## config.mk

```make
export PLATFORM = sky130hd
export DESIGN_NAME = rsl256_ram
export DESIGN_NICKNAME = d
export VERILOG_FILES = /design/src/rtl/rsl256_ram.sv
export SDC_FILE = /design/constraint.sdc
export NUM_CORES = 2
export LEC_CHECK = 0
export BUFFER_PORTS_ARGS = -buffer_cell sky130_fd_sc_hd__buf_4
export CAP_MARGIN = 20
export CORE_AREA = 5 5 474 476
export DETAILED_ROUTE_END_ITERATION = 16
export DIE_AREA = 0 0 479 481
export SETUP_SLACK_MARGIN = 0.02
export SLEW_MARGIN = 0
export SYNTH_ARGS = -nofsm -noshare
export SYNTH_HDL_FRONTEND = slang
export SYNTH_SLANG_ARGS = --single-unit
```

## constraint.sdc

```tcl
create_clock -name clk_i -period 4.8 [get_ports clk_i]
set_clock_uncertainty 0.2 [all_clocks]
set_input_delay 0.96 -clock clk_i [delete_from_list [all_inputs] [get_ports clk_i]]
set_output_delay 0.96 -clock clk_i [all_outputs]
set_load 0.01 [all_outputs]
```

## src/rtl/rsl256_ram.sv

```systemverilog
// Generic simple dual-port RAM: one write port, one read port, registered read data.
// Standalone; no package dependency.
module rsl256_ram #(
  parameter int unsigned WIDTH = 32,
  parameter int unsigned DEPTH = 64
) (
  input  logic                     clk_i,
  input  logic                     we_i,
  input  logic [$clog2(DEPTH)-1:0] waddr_i,
  input  logic [WIDTH-1:0]         wdata_i,
  input  logic                     re_i,
  input  logic [$clog2(DEPTH)-1:0] raddr_i,
  output logic [WIDTH-1:0]         rdata_o
);

  logic [WIDTH-1:0] mem_q [DEPTH];
  logic [WIDTH-1:0] rdata_q;

  always_ff @(posedge clk_i) begin
    if (we_i) begin
      mem_q[waddr_i] <= wdata_i;
    end
    if (re_i) begin
      rdata_q <= mem_q[raddr_i];
    end
  end

  assign rdata_o = rdata_q;

endmodule

```

---- Yosys cells after proc, flatten, opt, wreduce, memory -nomap -nowiden ----
Memories as Yosys holds them, arrays and structs flattened. A register that Yosys moved wholly into a read port is not among the register bits.
Index checks and enable logic that the tools add are counted.
word-level totals
  memories ................................ 1
  output and inout port bits .............. 32
  bits in writable memories ............... 2048
  logic and storage cells ................. 3
  flip-flop bits (word level) ............. 0
cells by class
  multiplexer cells ....................... 2
memory list
  memory  depth  bits a word  read ports  clocked after Yosys merged registers in  wr ports  line  source
  mem_q   64     32           1           1                                        1         16    logic [WIDTH-1:0] mem_q [DEPTH];
operators by type and width
  cell    number
  $mux 1  2

---- Logic depth before layout (Yosys ltp) ----
  depth in word-level cells ............... 2
  mapped depth ............................ 10

---- Worst setup path before layout ----
Ideal clock, no wire load.
  path kind ............................... input -> register
  start point ............................. input port waddr_i[3]
  end point ............................... memory mem_q[48][0], enable pin
  setup time .............................. 0.461 ns
  cell stages on the path ................. 4
  data required time ...................... 4.139 ns
  arrival time ............................ 3.659 ns
  path slack .............................. 0.480 ns
  path buffers ............................ 1
  cell sequence ........................... clkbuf_1 nor2b_1 nand4b_1 nor3_1
RTL lines
  item         line  source
  from (decl)  9     input logic [$clog2(DEPTH)-1:0] waddr_i,
  to (decl)    16
Straight into the memory's write port.

==> flow_summary.rst <==
.. list-table::
   :header-rows: 1

   * - Metric
     - Value
   * - Outcome
     - completed
   * - Unrepaired setup endpoints after global routing
     - no
   * - I/O pin total
     - 79
   * - Post-synthesis register bit count
     - 2080
   * - Slew Limit Fails
     - 0
   * - Highest net fanout along the worst path
     - 48
   * - Class of the most critical hold timing path
     - input port to flop
   * - Maximum clock frequency
     - 0.271 GHz
   * - Leakage power figure
     - 27.9 nW
   * - # nets final
     - 3667
   * - Via density per instance
     - 5.59
   * - Number of distinct library cells after synthesis
     - 33
   * - Cell depth of the worst min-delay path
     - 2
   * - Residual DRC count
     - 0
   * - Type of destination of the critical path
     - flop
   * - TritonCTS clock tree
     - yes
   * - Antenna violations before repair
     - 16
   * - Category of the critical setup timing path
     - input port to flop
   * - Number of buffers created by CTS
     - 198
   * - Congestion Overflow GR
     - 0
   * - Horizontal die dimension
     - 479 µm
   * - Core footprint
     - 221000 µm²
   * - Cell area after synthesis
     - 78800 µm²
   * - Number of hold buffers added after cts
     - 0
   * - Maximum ir drop on the vdd rail
     - 0.000310 V
   * - Fin crit share
     - 76.9%
   * - Count of buffers added by post-CTS timing repair for setup
     - 0
   * - Destination of the worst hold path
     - mem_q[48][4]
   * - Final WL
     - 209 mm
   * - Relative slew slack
     - 27.1%
   * - Setup total negative slack
     - 0 ns
   * - Die Footprint
     - 230000 µm²
   * - Final weighted congestion in routability-driven placement
     - 0.782
   * - Cell accounting for the most synthesized area
     - sky130_fd_sc_hd__edfxtp_1
   * - TritonCTS Sinks
     - 2080
   * - Area fraction of the dominant cell type after synthesis
     - 79.2%
   * - Number of buffers between clock root and the deepest sink
     - 3
   * - Fraction of the yosys area taken by sequential cells
     - 79.2%
   * - HPWL Detailed
     - 119 mm
   * - Area added between synthesis and finish
     - 15.2%
   * - Proportion of layout cells with a drive suffix above 1
     - 30.4%
   * - Source-to-sink clock delay at the later pin of the worst-skew pair
     - 0.85 ns
   * - CP Launch Type
     - input port
   * - Number of gates resized after cts
     - 0
   * - Shortest period the worst path allows
     - 3.69 ns
   * - Count of vias placed by the detailed router
     - 37343
   * - Worst hold path startpoint
     - waddr_i[2]
   * - Vias in the first global route
     - 38050
   * - Root Buffer Master
     - sky130_fd_sc_hd__clkbuf_16
   * - Row count
     - 173
   * - Logic depth of the worst register-to-register path
     - 4
   * - Power density over the cells
     - 407 nW/µm²
   * - Die outline height
     - 481 µm
   * - Measured slew at the worst slew-check pin
     - 1.09 ns
   * - Initial Utilization
     - 35.7%
   * - Commonest cells after routing, fill and taps aside
     - sky130_fd_sc_hd__edfxtp_1 (2080), sky130_fd_sc_hd__mux4_2 (544), sky130_fd_sc_hd__buf_4 (230)
   * - Finish-stage setup viols
     - 0
   * - Global Route Usage Sum
     - 18.0%
   * - Final Hold Vio Count
     - 0
   * - Global-route wire length before repair
     - 296 mm
   * - Cell types with the largest area share after synthesis
     - sky130_fd_sc_hd__edfxtp_1 (79%), sky130_fd_sc_hd__mux4_2 (16%), sky130_fd_sc_hd__mux2i_1 (1.2%)
   * - Filler cell count in the final layout
     - 18845
   * - Maximum number of pins on one net before global-route repair
     - 67
   * - Met3 Use GR
     - 3.38%
   * - Warnings, synthesis
     - 0
   * - Worst endpoint data arrival time
     - 4.03 ns
   * - Post-synthesis area per instance
     - 23.7 µm²
   * - Cell count after synthesis
     - 3324
   * - MaxCap Viol Count
     - 0
   * - Initial DRT Pass Iterations
     - 6
   * - DRT antenna net count
     - 0
   * - Power, Total
     - 0.0369 W
   * - Most crowded layer after global routing
     - met2
   * - Most common cell after layout, fill and taps aside
     - sky130_fd_sc_hd__edfxtp_1
   * - Worst reg-to-reg setup slack
     - 1.97 ns
   * - Port Buf Inserts
     - 78
   * - Endpoint of the worst register-to-register path
     - rdata_o[24]
   * - Per-cell routed wire length
     - 31.3 µm
   * - CP required
     - 5.13 ns
   * - Number of design-rule violations left by the first detailed-router iteration
     - 4287
   * - Nets in the synthesized netlist
     - 3371
   * - Clock-pin slew on the worst setup and hold paths
     - 0.06 ns
   * - H-tree levels
     - 4
   * - Critical register-to-register path startpoint
     - mem_q[15][24]
   * - Met2 usage in global routing
     - 30.1%
   * - Routing usage on met1
     - 24.3%
-- flip-flops by register name (all words and copies together), names as in the netlist --
register  flops
rdata_o      32
mem_q      2048
-- metal layers --
metal	vias up	wire length, µm
met5	-	78
met4	14	6180
met3	293	15300
met2	1550	104000
met1	20562	84100
li1	14924	-
-- how the worst max path moves through the flow --
stage	start	depth (start not counted)	end
after floorplan	waddr_i[3]	4	mem_q[48][0]
after global placement	raddr_i[0]	6	rdata_o[24]
after detailed placement	raddr_i[0]	7	rdata_o[21]
after CTS	raddr_i[0]	6	rdata_o[24]
after global routing	raddr_i[0]	6	rdata_o[24]
final	raddr_i[0]	7	rdata_o[21]
-- cells in the mapped netlist --
library cell,n
sky130_fd_sc_hd__or3b_2,3
sky130_fd_sc_hd__buf_4,25
sky130_fd_sc_hd__and3_1,4
sky130_fd_sc_hd__nand2_1,26
sky130_fd_sc_hd__nand2b_1,8
sky130_fd_sc_hd__or2_1,1
sky130_fd_sc_hd__a311oi_1,8
sky130_fd_sc_hd__buf_2,57
sky130_fd_sc_hd__o221ai_1,27
sky130_fd_sc_hd__a22oi_1,12
sky130_fd_sc_hd__buf_6,5
sky130_fd_sc_hd__and2_1,2
sky130_fd_sc_hd__nor2b_1,15
sky130_fd_sc_hd__clkbuf_1,74
sky130_fd_sc_hd__nor3_1,7
sky130_fd_sc_hd__nand4b_1,1
sky130_fd_sc_hd__edfxtp_1,2080
sky130_fd_sc_hd__a41o_1,4
sky130_fd_sc_hd__buf_1,21
sky130_fd_sc_hd__or2_0,1
sky130_fd_sc_hd__or3_1,3
sky130_fd_sc_hd__o32ai_1,4
sky130_fd_sc_hd__a31oi_1,1
sky130_fd_sc_hd__or2_2,1
sky130_fd_sc_hd__nand3_1,5
sky130_fd_sc_hd__nor2_1,137
sky130_fd_sc_hd__a21oi_1,62
sky130_fd_sc_hd__nand3b_1,5
sky130_fd_sc_hd__o22ai_1,84
sky130_fd_sc_hd__mux2i_1,93
sky130_fd_sc_hd__mux4_2,544
sky130_fd_sc_hd__nand4_1,2
sky130_fd_sc_hd__or3b_1,2
-- stage by stage --
| stage | instances | area (µm²) | worst slack [ns] | hold slack (ns) | utilization, % |
|---|---|---|---|---|---|
| floorplan | 3324 | 78800 | 0.480 | 0.550 | - |
| global placement | 6306 | 84700 | 0.153 | 0.619 | 38.4 |
| global route | 6672 | 90800 | 1.04 | 0.388 | 41.2 |
| CTS | 6672 | 90800 | 1.14 | 0.355 | 41.2 |
| detailed placement | 6307 | 84700 | 0.273 | 0.627 | 38.4 |
| finish | 6677 | 90800 | 1.11 | 0.427 | 41.2 |
-- final cells by class --
| cell class | count | area [µm²] | area share (%) |
|---|---|---|---|
| clock inverter | 120 | 908 | 1.00 |
| antenna | 5 | 12.5 | 0.0138 |
| clock buffer | 245 | 5170 | 5.70 |
| timing repair buffer | 278 | 2670 | 2.94 |
| sequential | 2080 | 62500 | 68.8 |
| tap | 2887 | 3610 | 3.98 |
| multi-input combinational | 1062 | 16000 | 17.6 |
-- worst max-delay path, stage by stage --
cell and delay, ns:
sky130_fd_sc_hd__buf_8 0.47, sky130_fd_sc_hd__buf_12 0.32, sky130_fd_sc_hd__buf_4 0.22, sky130_fd_sc_hd__mux4_2 0.52
sky130_fd_sc_hd__mux4_2 0.47, sky130_fd_sc_hd__o22ai_1 0.68, sky130_fd_sc_hd__nor2_1 0.21
-- where the power goes --
group	switching [W]	leakage, nW	total (W)	internal (W)
Sequential	0.0000687	18.7	0.0202	0.0201
Combinational	0.00114	6.24	0.00188	0.000733
Clock	0.00668	2.96	0.0148	0.00814
Total	0.00789	27.9	0.0369	0.0290
-- kinds of logic after synthesis --
group	count (synthesis)	share of synthesized area [%]
buf+inv	182	1.12
simple gates	223	1.26
compound gates	202	1.67
mux	637	16.7
flops	2080	79.2
(Power assumes the default switching activity.)
